### src/sv/sapq_pkg.sv
// Shared types and codes for the slot-array minimum priority queue.
package sapq_pkg;

  // Operation selector carried on in_tuser
  localparam logic OP_ADD  = 1'b0;
  localparam logic OP_POLL = 1'b1;

  // Result status codes carried on out_tuser
  localparam logic [1:0] STATUS_OK    = 2'd0;
  localparam logic [1:0] STATUS_EMPTY = 2'd1;
  localparam logic [1:0] STATUS_FULL  = 2'd2;

  // Width of the occupancy field in a result
  localparam int unsigned OCC_BITS = 5;

  // Sequencer states
  typedef enum logic [2:0] {
    S_IDLE,
    S_DISPATCH,
    S_ADD_SCAN,
    S_RESCAN,
    S_RESCAN_TAIL,
    S_DONE
  } state_t;

  // Commands from controller to datapath
  typedef struct packed {
    logic latch;        // capture the accepted item, rewind slot index
    logic reply_full;   // result: add on full queue
    logic reply_empty;  // result: poll on empty queue
    logic add_step;     // test one slot, write entry if free
    logic poll_take;    // hand out cached minimum and free its slot
    logic scan_read;    // read one slot for the minimum rescan
    logic push;         // move pending result into the output register
  } dp_cmd_t;

  // Status from datapath to controller
  typedef struct packed {
    logic op_poll;
    logic full;
    logic poll_fail;
    logic slot_free;
    logic scan_last;
    logic out_busy;
  } dp_stat_t;

endpackage

### src/sv/sapq_ram.sv
// Generic single write port, single read port RAM with registered read data.
module sapq_ram #(
  parameter int unsigned WIDTH = 32,
  parameter int unsigned DEPTH = 16
) (
  input  logic                     clk,
  input  logic                     we,
  input  logic [$clog2(DEPTH)-1:0] waddr,
  input  logic [WIDTH-1:0]         wdata,
  input  logic                     re,
  input  logic [$clog2(DEPTH)-1:0] raddr,
  output logic [WIDTH-1:0]         rdata
);

  logic [WIDTH-1:0] mem [DEPTH];
  logic [WIDTH-1:0] rdata_r;

  // Write port
  always_ff @(posedge clk) begin
    if (we) begin
      mem[waddr] <= wdata;
    end
  end

  // Registered read port
  always_ff @(posedge clk) begin
    if (re) begin
      rdata_r <= mem[raddr];
    end
  end

  assign rdata = rdata_r;

endmodule

### src/sv/sapq_datapath.sv
// Datapath: slot storage, used bits, cached minimum, slot index and result registers.
module sapq_datapath #(
  parameter int unsigned DEPTH        = 16,
  parameter int unsigned KEY_BITS     = 16,
  parameter int unsigned PAYLOAD_BITS = 16
) (
  input  logic                         clk,
  input  logic                         rst_n,
  input  sapq_pkg::dp_cmd_t            cmd,
  output sapq_pkg::dp_stat_t           stat,
  input  logic                         in_op,
  input  logic [KEY_BITS-1:0]          in_key,
  input  logic [PAYLOAD_BITS-1:0]      in_payload,
  output logic                         out_valid,
  input  logic                         out_ready,
  output logic [KEY_BITS-1:0]          out_key,
  output logic [PAYLOAD_BITS-1:0]      out_payload,
  output logic [1:0]                   out_status,
  output logic [sapq_pkg::OCC_BITS-1:0] out_occupancy
);

  localparam int unsigned IDX_W  = $clog2(DEPTH);
  localparam int unsigned CNT_W  = $clog2(DEPTH + 1);
  localparam int unsigned ENT_W  = KEY_BITS + PAYLOAD_BITS;
  localparam int unsigned OCC_W  = sapq_pkg::OCC_BITS;

  // Control state
  logic [DEPTH-1:0] used_r, used_nxt;
  logic [CNT_W-1:0] count_r, count_nxt;
  logic [IDX_W-1:0] min_idx_r, min_idx_nxt;
  logic             min_known_r, min_known_nxt;
  logic [IDX_W-1:0] idx_r, idx_nxt;
  logic             rd_pend_r, rd_pend_nxt;
  logic             out_valid_r, out_valid_nxt;

  // Payload registers
  logic [KEY_BITS-1:0]     min_key_r, min_key_nxt;
  logic [PAYLOAD_BITS-1:0] min_pay_r, min_pay_nxt;
  logic                    op_r, op_nxt;
  logic [KEY_BITS-1:0]     op_key_r, op_key_nxt;
  logic [PAYLOAD_BITS-1:0] op_pay_r, op_pay_nxt;
  logic [IDX_W-1:0]        rd_idx_r, rd_idx_nxt;
  logic [KEY_BITS-1:0]     res_key_r, res_key_nxt;
  logic [PAYLOAD_BITS-1:0] res_pay_r, res_pay_nxt;
  logic [1:0]              res_status_r, res_status_nxt;
  logic [KEY_BITS-1:0]     out_key_r, out_key_nxt;
  logic [PAYLOAD_BITS-1:0] out_pay_r, out_pay_nxt;
  logic [1:0]              out_status_r, out_status_nxt;
  logic [OCC_W-1:0]        out_occ_r, out_occ_nxt;

  // Slot RAM signals
  logic             ram_we;
  logic [ENT_W-1:0] ram_wdata;
  logic [ENT_W-1:0] ram_rdata;
  logic [KEY_BITS-1:0]     rd_key;
  logic [PAYLOAD_BITS-1:0] rd_pay;
  logic [CNT_W+OCC_W-1:0]  occ_wide;

  sapq_ram #(
    .WIDTH (ENT_W),
    .DEPTH (DEPTH)
  ) u_slot_ram (
    .clk   (clk),
    .we    (ram_we),
    .waddr (idx_r),
    .wdata (ram_wdata),
    .re    (cmd.scan_read),
    .raddr (idx_r),
    .rdata (ram_rdata)
  );

  assign ram_wdata = {op_pay_r, op_key_r};
  assign rd_key    = ram_rdata[KEY_BITS-1:0];
  assign rd_pay    = ram_rdata[KEY_BITS +: PAYLOAD_BITS];
  assign ram_we    = cmd.add_step && !used_r[idx_r];
  assign occ_wide  = {{OCC_W{1'b0}}, count_r};

  // Status towards the controller
  always_comb begin
    stat.op_poll   = (op_r == sapq_pkg::OP_POLL);
    stat.full      = (count_r == CNT_W'(DEPTH));
    stat.poll_fail = (count_r == '0) || !min_known_r || !used_r[min_idx_r];
    stat.slot_free = !used_r[idx_r];
    stat.scan_last = (idx_r == IDX_W'(DEPTH - 1));
    stat.out_busy  = out_valid_r && !out_ready;
  end

  // Next-state logic of all registers
  always_comb begin
    used_nxt       = used_r;
    count_nxt      = count_r;
    min_idx_nxt    = min_idx_r;
    min_known_nxt  = min_known_r;
    min_key_nxt    = min_key_r;
    min_pay_nxt    = min_pay_r;
    idx_nxt        = idx_r;
    rd_pend_nxt    = 1'b0;
    rd_idx_nxt     = rd_idx_r;
    op_nxt         = op_r;
    op_key_nxt     = op_key_r;
    op_pay_nxt     = op_pay_r;
    res_key_nxt    = res_key_r;
    res_pay_nxt    = res_pay_r;
    res_status_nxt = res_status_r;
    out_valid_nxt  = out_valid_r;
    out_key_nxt    = out_key_r;
    out_pay_nxt    = out_pay_r;
    out_status_nxt = out_status_r;
    out_occ_nxt    = out_occ_r;

    // output register drains on a transfer
    if (out_valid_r && out_ready) begin
      out_valid_nxt = 1'b0;
    end

    if (cmd.latch) begin
      op_nxt     = in_op;
      op_key_nxt = in_key;
      op_pay_nxt = in_payload;
      idx_nxt    = '0;
    end

    if (cmd.reply_full || cmd.reply_empty) begin
      res_key_nxt    = '0;
      res_pay_nxt    = '0;
      res_status_nxt = cmd.reply_full ? sapq_pkg::STATUS_FULL : sapq_pkg::STATUS_EMPTY;
    end

    // add: first free slot takes the entry, otherwise move on
    if (cmd.add_step) begin
      if (!used_r[idx_r]) begin
        used_nxt[idx_r] = 1'b1;
        count_nxt       = count_r + 1'b1;
        res_key_nxt     = '0;
        res_pay_nxt     = '0;
        res_status_nxt  = sapq_pkg::STATUS_OK;
        if (!min_known_r || (op_key_r < min_key_r)) begin
          min_known_nxt = 1'b1;
          min_idx_nxt   = idx_r;
          min_key_nxt   = op_key_r;
          min_pay_nxt   = op_pay_r;
        end
      end else begin
        idx_nxt = idx_r + 1'b1;
      end
    end

    // poll: hand out cached minimum, free it, start the rescan afresh
    if (cmd.poll_take) begin
      res_key_nxt        = min_key_r;
      res_pay_nxt        = min_pay_r;
      res_status_nxt     = sapq_pkg::STATUS_OK;
      used_nxt[min_idx_r] = 1'b0;
      count_nxt          = count_r - 1'b1;
      min_known_nxt      = 1'b0;
      min_idx_nxt        = '0;
      idx_nxt            = '0;
    end

    if (cmd.scan_read) begin
      rd_pend_nxt = 1'b1;
      rd_idx_nxt  = idx_r;
      idx_nxt     = idx_r + 1'b1;
    end

    // rescan compare on last cycle's read data; strict less keeps lowest index
    if (rd_pend_r && used_r[rd_idx_r]) begin
      if (!min_known_r || (rd_key < min_key_r)) begin
        min_known_nxt = 1'b1;
        min_idx_nxt   = rd_idx_r;
        min_key_nxt   = rd_key;
        min_pay_nxt   = rd_pay;
      end
    end

    if (cmd.push) begin
      out_valid_nxt  = 1'b1;
      out_key_nxt    = res_key_r;
      out_pay_nxt    = res_pay_r;
      out_status_nxt = res_status_r;
      out_occ_nxt    = occ_wide[OCC_W-1:0];
    end
  end

  // Control registers
  always_ff @(posedge clk) begin
    if (!rst_n) begin
      used_r      <= '0;
      count_r     <= '0;
      min_idx_r   <= '0;
      min_known_r <= 1'b0;
      idx_r       <= '0;
      rd_pend_r   <= 1'b0;
      out_valid_r <= 1'b0;
    end else begin
      used_r      <= used_nxt;
      count_r     <= count_nxt;
      min_idx_r   <= min_idx_nxt;
      min_known_r <= min_known_nxt;
      idx_r       <= idx_nxt;
      rd_pend_r   <= rd_pend_nxt;
      out_valid_r <= out_valid_nxt;
    end
  end

  // Payload registers
  always_ff @(posedge clk) begin
    min_key_r    <= min_key_nxt;
    min_pay_r    <= min_pay_nxt;
    op_r         <= op_nxt;
    op_key_r     <= op_key_nxt;
    op_pay_r     <= op_pay_nxt;
    rd_idx_r     <= rd_idx_nxt;
    res_key_r    <= res_key_nxt;
    res_pay_r    <= res_pay_nxt;
    res_status_r <= res_status_nxt;
    out_key_r    <= out_key_nxt;
    out_pay_r    <= out_pay_nxt;
    out_status_r <= out_status_nxt;
    out_occ_r    <= out_occ_nxt;
  end

  assign out_valid     = out_valid_r;
  assign out_key       = out_key_r;
  assign out_payload   = out_pay_r;
  assign out_status    = out_status_r;
  assign out_occupancy = out_occ_r;

  // Entry count tracks the used bits
  a_count_matches: assert property (@(posedge clk) disable iff (!rst_n)
    $countones(used_r) == int'(count_r))
    else $error("entry count disagrees with used bits");

  // Count never passes the slot total
  a_count_bound: assert property (@(posedge clk) disable iff (!rst_n)
    int'(count_r) <= DEPTH)
    else $error("entry count above depth");

  // A known minimum always points at an occupied slot
  a_min_used: assert property (@(posedge clk) disable iff (!rst_n)
    min_known_r |-> used_r[min_idx_r])
    else $error("cached minimum on a free slot");

  // A result is only pushed into a free or draining output register
  a_push_free: assert property (@(posedge clk) disable iff (!rst_n)
    cmd.push |-> (!out_valid_r || out_ready))
    else $error("result pushed over an untaken result");

endmodule

### src/sv/sapq_ctrl.sv
// Controller: sequencer for add, poll and the minimum rescan.
module sapq_ctrl (
  input  logic               clk,
  input  logic               rst_n,
  input  logic               in_valid,
  output logic               in_ready,
  input  sapq_pkg::dp_stat_t stat,
  output sapq_pkg::dp_cmd_t  cmd
);

  sapq_pkg::state_t state_r, state_nxt;

  // Next state
  always_comb begin
    state_nxt = state_r;
    case (state_r)
      sapq_pkg::S_IDLE: begin
        if (in_valid) begin
          state_nxt = sapq_pkg::S_DISPATCH;
        end
      end
      sapq_pkg::S_DISPATCH: begin
        if (stat.op_poll) begin
          state_nxt = stat.poll_fail ? sapq_pkg::S_DONE : sapq_pkg::S_RESCAN;
        end else begin
          state_nxt = stat.full ? sapq_pkg::S_DONE : sapq_pkg::S_ADD_SCAN;
        end
      end
      sapq_pkg::S_ADD_SCAN: begin
        if (stat.slot_free) begin
          state_nxt = sapq_pkg::S_DONE;
        end
      end
      sapq_pkg::S_RESCAN: begin
        if (stat.scan_last) begin
          state_nxt = sapq_pkg::S_RESCAN_TAIL;
        end
      end
      sapq_pkg::S_RESCAN_TAIL: begin
        state_nxt = sapq_pkg::S_DONE;
      end
      sapq_pkg::S_DONE: begin
        if (!stat.out_busy) begin
          state_nxt = sapq_pkg::S_IDLE;
        end
      end
      default: begin
        state_nxt = sapq_pkg::S_IDLE;
      end
    endcase
  end

  // Command outputs
  always_comb begin
    cmd      = '0;
    in_ready = 1'b0;
    case (state_r)
      sapq_pkg::S_IDLE: begin
        in_ready  = 1'b1;
        cmd.latch = in_valid;
      end
      sapq_pkg::S_DISPATCH: begin
        if (stat.op_poll) begin
          cmd.reply_empty = stat.poll_fail;
          cmd.poll_take   = !stat.poll_fail;
        end else begin
          cmd.reply_full = stat.full;
        end
      end
      sapq_pkg::S_ADD_SCAN: begin
        cmd.add_step = 1'b1;
      end
      sapq_pkg::S_RESCAN: begin
        cmd.scan_read = 1'b1;
      end
      sapq_pkg::S_DONE: begin
        cmd.push = !stat.out_busy;
      end
      default: begin
        cmd = '0;
      end
    endcase
  end

  always_ff @(posedge clk) begin
    if (!rst_n) begin
      state_r <= sapq_pkg::S_IDLE;
    end else begin
      state_r <= state_nxt;
    end
  end

endmodule

### src/sv/slot_array_min_priority_queue_core.sv
// Top level of the slot-array minimum priority queue with stream ports.
// Add: the free-slot search tests one slot a cycle from slot 0 until it finds a free one.
// Poll: the rescan reads one slot a cycle over every slot; a failed add or poll skips both.
// One item in work at a time; the next input is taken once the result enters the output register.
// Reset (synchronous, rst_n low) clears used bits, count and cached minimum at once.
module slot_array_min_priority_queue_core #(
  parameter int unsigned DEPTH        = 16,
  parameter int unsigned KEY_BITS     = 16,
  parameter int unsigned PAYLOAD_BITS = 16
) (
  input  logic clk,
  input  logic rst_n,
  input  logic in_tvalid,
  output logic in_tready,
  // in_tdata fields from bit 0: key, payload, zero fill
  input  logic [((KEY_BITS + PAYLOAD_BITS + 7) / 8) * 8 - 1:0] in_tdata,
  // in_tuser fields from bit 0: op
  input  logic in_tuser,
  output logic out_tvalid,
  input  logic out_tready,
  // out_tdata fields from bit 0: key, payload, occupancy, zero fill
  output logic [((KEY_BITS + PAYLOAD_BITS + sapq_pkg::OCC_BITS + 7) / 8) * 8 - 1:0] out_tdata,
  // out_tuser fields from bit 0: status
  output logic [1:0] out_tuser
);

  localparam int unsigned OUT_W  = KEY_BITS + PAYLOAD_BITS + sapq_pkg::OCC_BITS;
  localparam int unsigned OUT_TW = ((OUT_W + 7) / 8) * 8;

  sapq_pkg::dp_cmd_t  cmd;
  sapq_pkg::dp_stat_t stat;

  logic [KEY_BITS-1:0]           res_key;
  logic [PAYLOAD_BITS-1:0]       res_pay;
  logic [sapq_pkg::OCC_BITS-1:0] res_occ;

  sapq_ctrl u_ctrl (
    .clk      (clk),
    .rst_n    (rst_n),
    .in_valid (in_tvalid),
    .in_ready (in_tready),
    .stat     (stat),
    .cmd      (cmd)
  );

  sapq_datapath #(
    .DEPTH        (DEPTH),
    .KEY_BITS     (KEY_BITS),
    .PAYLOAD_BITS (PAYLOAD_BITS)
  ) u_datapath (
    .clk           (clk),
    .rst_n         (rst_n),
    .cmd           (cmd),
    .stat          (stat),
    .in_op         (in_tuser),
    .in_key        (in_tdata[KEY_BITS-1:0]),
    .in_payload    (in_tdata[KEY_BITS +: PAYLOAD_BITS]),
    .out_valid     (out_tvalid),
    .out_ready     (out_tready),
    .out_key       (res_key),
    .out_payload   (res_pay),
    .out_status    (out_tuser),
    .out_occupancy (res_occ)
  );

  // Pack result fields, zero filled to whole bytes
  assign out_tdata = OUT_TW'({res_occ, res_pay, res_key});

endmodule

### config.mk
export PLATFORM = sky130hd
export DESIGN_NAME = slot_array_min_priority_queue_core
export DESIGN_NICKNAME = d
export VERILOG_FILES = /design/src/sv/sapq_pkg.sv /design/src/sv/sapq_ram.sv /design/src/sv/sapq_datapath.sv /design/src/sv/sapq_ctrl.sv /design/src/sv/slot_array_min_priority_queue_core.sv
export SDC_FILE = /design/constraint.sdc
export NUM_CORES = 1
export LEC_CHECK = 0
export BUFFER_PORTS_ARGS = -buffer_cell sky130_fd_sc_hd__buf_4
export CAP_MARGIN = 20
export CELL_PAD_IN_SITES_DETAIL_PLACEMENT = 1
export CELL_PAD_IN_SITES_GLOBAL_PLACEMENT = 2
export CORE_ASPECT_RATIO = 1.2
export CORE_MARGIN = 4
export CORE_UTILIZATION = 45
export DETAILED_ROUTE_END_ITERATION = 8
export PLACE_DENSITY = 0.71
export SLEW_MARGIN = 20
export SYNTH_ARGS = -nofsm -noshare
export SYNTH_HDL_FRONTEND = slang
export SYNTH_SLANG_ARGS = --single-unit
### constraint.sdc
create_clock -name clk -period 13.2 [get_ports clk]
set_clock_uncertainty 0.1 [all_clocks]
set_input_delay 3.3 -clock clk [delete_from_list [all_inputs] [get_ports clk]]
set_output_delay 3.3 -clock clk [all_outputs]
set_load 0.01 [all_outputs]
; ---- Yosys cells after proc, flatten, opt, wreduce, memory -nomap -nowiden
; Memories as Yosys holds them, arrays and structs flattened. A register that Yosys moved wholly into a read port is not among the register bits.
; Cells that the tools add are included.
[totals]
ram_bits = 512
word_cells = 148
output_inout_bits = 44
n_memories = 1
register_bits = 177
[op_classes]
n_lt_le_gt_ge = 7
mux = 78
eq_ne = 12
n_bitwise = 3
add_sub_neg = 3
n_reduce_logical = 23
[mem_list]
columns = memory, depth, word_bits, rd, rd_ports_with_merged_regs, write_ports, line
row1 = u_datapath.u_slot_ram.mem, 16, 32, 1, 1, 1, sapq_ram.sv:15  ; logic [WIDTH-1:0] mem [DEPTH];
[op_table]
columns = operator, count
row1 = $mux W16, 21
row2 = $mux W4, 11
row3 = $lt A16 B16 Y1, 2
row4 = $mux W1, 25
row5 = $mux W3, 7
row6 = $pmux W3 S6, 1
row7 = $and A16 B16 Y16, 1
row8 = $not A16 Y16, 1
row9 = $or A16 B16 Y16, 1
row10 = $lt A4 B5 Y1 const B, 3
row11 = $mux W5, 3
row12 = $bmux W1 S4, 3
row13 = $mux W2, 5
row14 = $ne A2 B2 Y1 const B, 5
row15 = $demux W1 S4, 2
row16 = $ge A4 B1 Y1 const B, 2
row17 = $eq A3 B2 Y1 const B, 2
row18 = $eq A3 B3 Y1 const B, 2
row19 = $logic_and A1 B1 Y1, 6
row20 = $logic_not A1 Y1, 6
row21 = $add A5 B1 Y5 const B, 1
row22 = $eq A5 B5 Y1 const B, 1
row23 = $logic_not A5 Y1, 1
row24 = $logic_or A1 B1 Y1, 5
row25 = other kinds (8), 9

; ---- Logic depth before layout (Yosys ltp)
[logic_depth]
ltp_word = 11
mapped_depth = 13
mapped_depth_nobuf = 10

; ---- Cells and area by module
; Synthesis repeated with hierarchy kept, for this count alone.
[unflattened]
cells_unflattened = 1533
hier_area_um2 = 28100.7
[by_module_without_submodules]
columns = mod, instances, seq_area_each_um2, area_each_um2, cells_per_inst
row1 = sapq_ram, 1, 16335.7, 20155.6, 838
row2 = sapq_datapath, 1, 4244.1, 7618.6, 655
row3 = sapq_ctrl, 1, 60.1, 300.3, 36
row4 = slot_array_min_priority_queue_core, 1, 0.0, 26.3, 4

; ---- Least setup slack after synthesis
; Ideal clock, no wire load.
[synth_timing]
path_type = input -> register
startpoint = input port out_tready
endpoint = register u_datapath.out_key_r[0], in the netlist u_datapath.out_key[0] (enable)
n_path_buf = 0
path_slack_ps = 7471
t_arrival_ps = 5190
t_required_ps = 12660
stages = 2
cell_sequence = nand2b_1 > nor2b_1
[synth_lines]
columns = item, line
row1 = start: declaration, slot_array_min_priority_queue_core.sv:20  ; input logic out_tready,
row2 = end signal: assignment, sapq_datapath.sv:217  ; out_key_r <= out_key_nxt;
row3 = end: declaration, sapq_datapath.sv:46  ; logic [KEY_BITS-1:0] out_key_r, out_key_nxt;

; ---- Worst setup path in the final report
[layout_timing]
startpoint = register u_ctrl.state_r[1]
endpoint = output port in_tready
[layout_via]
elab_chain_cells = 2
[layout_rtl]
columns = item, line
row1 = start: declaration, sapq_ctrl.sv:11  ; sapq_pkg::state_t state_r, state_nxt;
row2 = start signal: assignment, sapq_ctrl.sv:87  ; state_r <= sapq_pkg::S_IDLE;
row3 = start signal: assignment, sapq_ctrl.sv:89  ; state_r <= state_nxt;
row4 = $logic_not A3 Y1, sapq_ctrl.sv:57  ; case (state_r)
row5 = $mux W1, sapq_ctrl.sv:57
row6 = end: declaration, slot_array_min_priority_queue_core.sv:14  ; output logic in_tready,
; Every way passes these cells.

==> qor.yml <==
status:
  status: "complete, no violations"
global_routing:
  antenna_found_initial: 0
  grt_use_total: 0.205
  grt.overflow.total: 0
  grt_pass1_vias: 14734
  grt_pass1_wl_mm: 97.7
  grt_max_degree: 72
cts:
  cts_tree: "yes"
  cts_root_buffer: "clkbuf_16"
  cts_htree_levels: 3
  postCtsSetupRepairBufs: 0
  ctsResizeCount: 0
  cts.path.max_buffers: 3
  cts_hold_buf: 0
  numCtsBuffers: 73
  clkTransAtPathRegs_ns: 0.06
  clkLatencyLatePin_ns: 0.61
  cts.sinks: 721
critical_path:
  cp_cell_sequence: "nor3_1 > buf_4"
  path_class: "flip-flop to output pin"
  crit_slowest_cell: "dfxtp_1"
  critPathRequiredTime_ns: 9.80
  rr_worst_depth: 8
  cp_num_cells: 2
  critPathCaptureType: "output pin"
  max_stage_delay_ns: 0.45
  cp_data_arrival_time_ns: 1.61
  cp_max_fo: 12
  cp_top_family: "flip-flops"
  cp-start-kind: "flip-flop"
  path_buf_inv: 1
sta:
  drv_slew: 0
  max_freq_mhz: 200
  worst_slew_pin_slew_ns: 1.12
  rsz0062_at_grt: "no"
  setup_violations: 0
  setup_tns_ns: 0
  hold_viol: 0
  post-route-min-period_ns: 5.01
  slew_headroom: 0.254
  holdWs_ns: 0.333
  period_share: 0.380
route:
  drt_iter0_drc: 1190
  routed_wl_mm: 65.8
  post_drt_wl_per_cell_um: 28.0
  vias: 13547
  drcViolationCount: 0
  via_per_inst: 5.76
  drtAntennaViolNets: 0
  firstDrtPassIters: 5
floorplan:
  dieHeight_um: 280
  rows: 99
  initial_core_util: 0.455
  io_pins: 81
  die_w_um: 235
  dieArea_um2: 65600
  core_um2: 60900
finish:
  insertedDiodeCount: 0
  nFillCells: 5469
  final_common_cell: "edfxtp_1"
  seq_area_um2: 20700
  syn_to_final_growth_pct: 14.5
  final_cell_mix: "edfxtp_1 (620), mux4_2 (173), buf_4 (110)"
  drive_gt1_frac: 0.289
  multi_input_area_um2: 6750
  final_nets: 1556
place:
  hpwlAfterDp_mm: 35.7
  portBuffers: 77
  gp_congestion: 0.796
yosys:
  yosysSeqAreaShare: 0.745
  synth_area_leaders: "edfxtp_1 (67%), mux4_2 (14%), dfxtp_1 (7.3%)"
  yosysTopAreaCell: "edfxtp_1"
  synthCells: 1365
  synth_top_area_frac: 0.672
  synth_area_um2: 27700
  yosys_register_bits: 721
  ys_warn_count: 0
  yosysUniqueCellTypes: 57
  syn_area_per_cell_um2: 20.3
worst_hold_path:
  holdPathStages: 0
  min_path_type: "flip-flop to flip-flop"
pwr:
  vdd_drop_max_mv: 0.118
  total_power_w: 0.00500
  p_leak_nw: 10.1
  power_density_nw_per_um2: 158
flow_run:
  maxCapViolations: 0
## power by group
part | switching, W | internal [W]
registers | 0.0000888 | 0.00257
clock network | 0.000874 | 0.00117
logic | 0.000168 | 0.000125
total | 0.00113 | 0.00387
## path summary, 6_finish.rpt
path,end,start,slack (ns)
max reg2reg,u_datapath.u_slot_ram.mem[12][0],u_datapath.idx_r[0],8.64
min reg2reg,u_datapath.out_payload[3],u_datapath.res_pay_r[3],0.33
min,u_datapath.out_payload[3],u_datapath.res_pay_r[3],0.33
max,in_tready,u_ctrl.state_r[1],8.19
## through the flow
| stage | utilization | instance area [um^2] | std cells | worst slack (ns) |
|---|---|---|---|---|
| global placement | 0.481 | 29300 | 2214 | 8.38 |
| floorplan | - | 27700 | 1367 | 7.47 |
| detailed placement | 0.481 | 29300 | 2214 | 8.35 |
| CTS | 0.520 | 31700 | 2350 | 8.16 |
| global route | 0.520 | 31700 | 2350 | 8.08 |
| finish | 0.520 | 31700 | 2350 | 8.19 |
## area by class of cell
class,count,share of cell area
Sequential cell,721,0.651
Multi-Input combinational cell,553,0.213
Clock buffer,95,0.0640
Tap cell,808,0.0319
Timing Repair Buffer,110,0.0260
Clock inverter,41,0.0112
Inverter,22,0.00260
## synth_stat cells (all sizes together)
| cell | number |
|---|---|
| a41oi | 1 |
| mux4 | 173 |
| or3 | 2 |
| a31oi | 2 |
| o21a | 3 |
| mux2 | 1 |
| or2 | 4 |
| nor4 | 3 |
| a21boi | 3 |
| edfxtp | 620 |
| mux2i | 45 |
| o31ai | 1 |
| nand2 | 52 |
| nor3b | 2 |
| o221ai | 1 |
| nor2 | 31 |
| a22oi | 2 |
| nor3 | 14 |
| nand3b | 4 |
| nand2b | 6 |
| a22o | 32 |
| nand4 | 8 |
| xor2 | 2 |
| nor2b | 5 |
| a221oi | 1 |
| clkbuf | 34 |
| dfxtp | 101 |
| a21o | 3 |
| o221a | 8 |
| a2111o | 1 |
| inv | 22 |
| o211a | 4 |
| nand3 | 15 |
| a21oi | 26 |
| and3 | 2 |
| buf | 37 |
| ha | 37 |
| a2111oi | 1 |
| xnor2 | 2 |
| fa | 1 |
| conb | 1 |
| and2 | 3 |
| o21ai | 49 |
## layer usage
| metal | track usage | vias up | part of all wire | wire (um) |
|---|---|---|---|---|
| li1 | - | 5832 | - | - |
| met1 | 0.285 | 7270 | 0.43 | 28000 |
| met2 | 0.342 | 366 | 0.51 | 33200 |
| met3 | 0.0284 | 79 | 0.049 | 3190 |
| met5 | 0 | - | 0 | 0 |
| met4 | 0.0571 | 0 | 0.020 | 1320 |
## kinds of logic (layout without fill, tap and decap cells)
group	count (synthesis)	in the layout	synth area share
flip-flops	721	721	0.745
AND/OR/NAND/NOR	151	151	0.0273
AO/OA/AOI/OAI	138	138	0.0346
multiplexers	219	219	0.157
adder cells (fa/ha/maj)	38	38	0.0174
other	1	3	0.000135
XOR/XNOR	4	4	0.00126
buffers and inverters	93	268	0.0168
## state kept, by name (all words and copies together) (netlist names), 16 cells and up
register                     flops
u_datapath.min_key_r            16
u_datapath.min_pay_r            16
u_datapath.op_key_r             16
u_datapath.op_pay_r             16
u_datapath.out_key              16
u_datapath.out_payload          16
u_datapath.res_key_r            16
u_datapath.res_pay_r            16
u_datapath.u_slot_ram.mem      512
u_datapath.u_slot_ram.rdata     32
u_datapath.used_r               16
(Power assumes the default switching activity.)
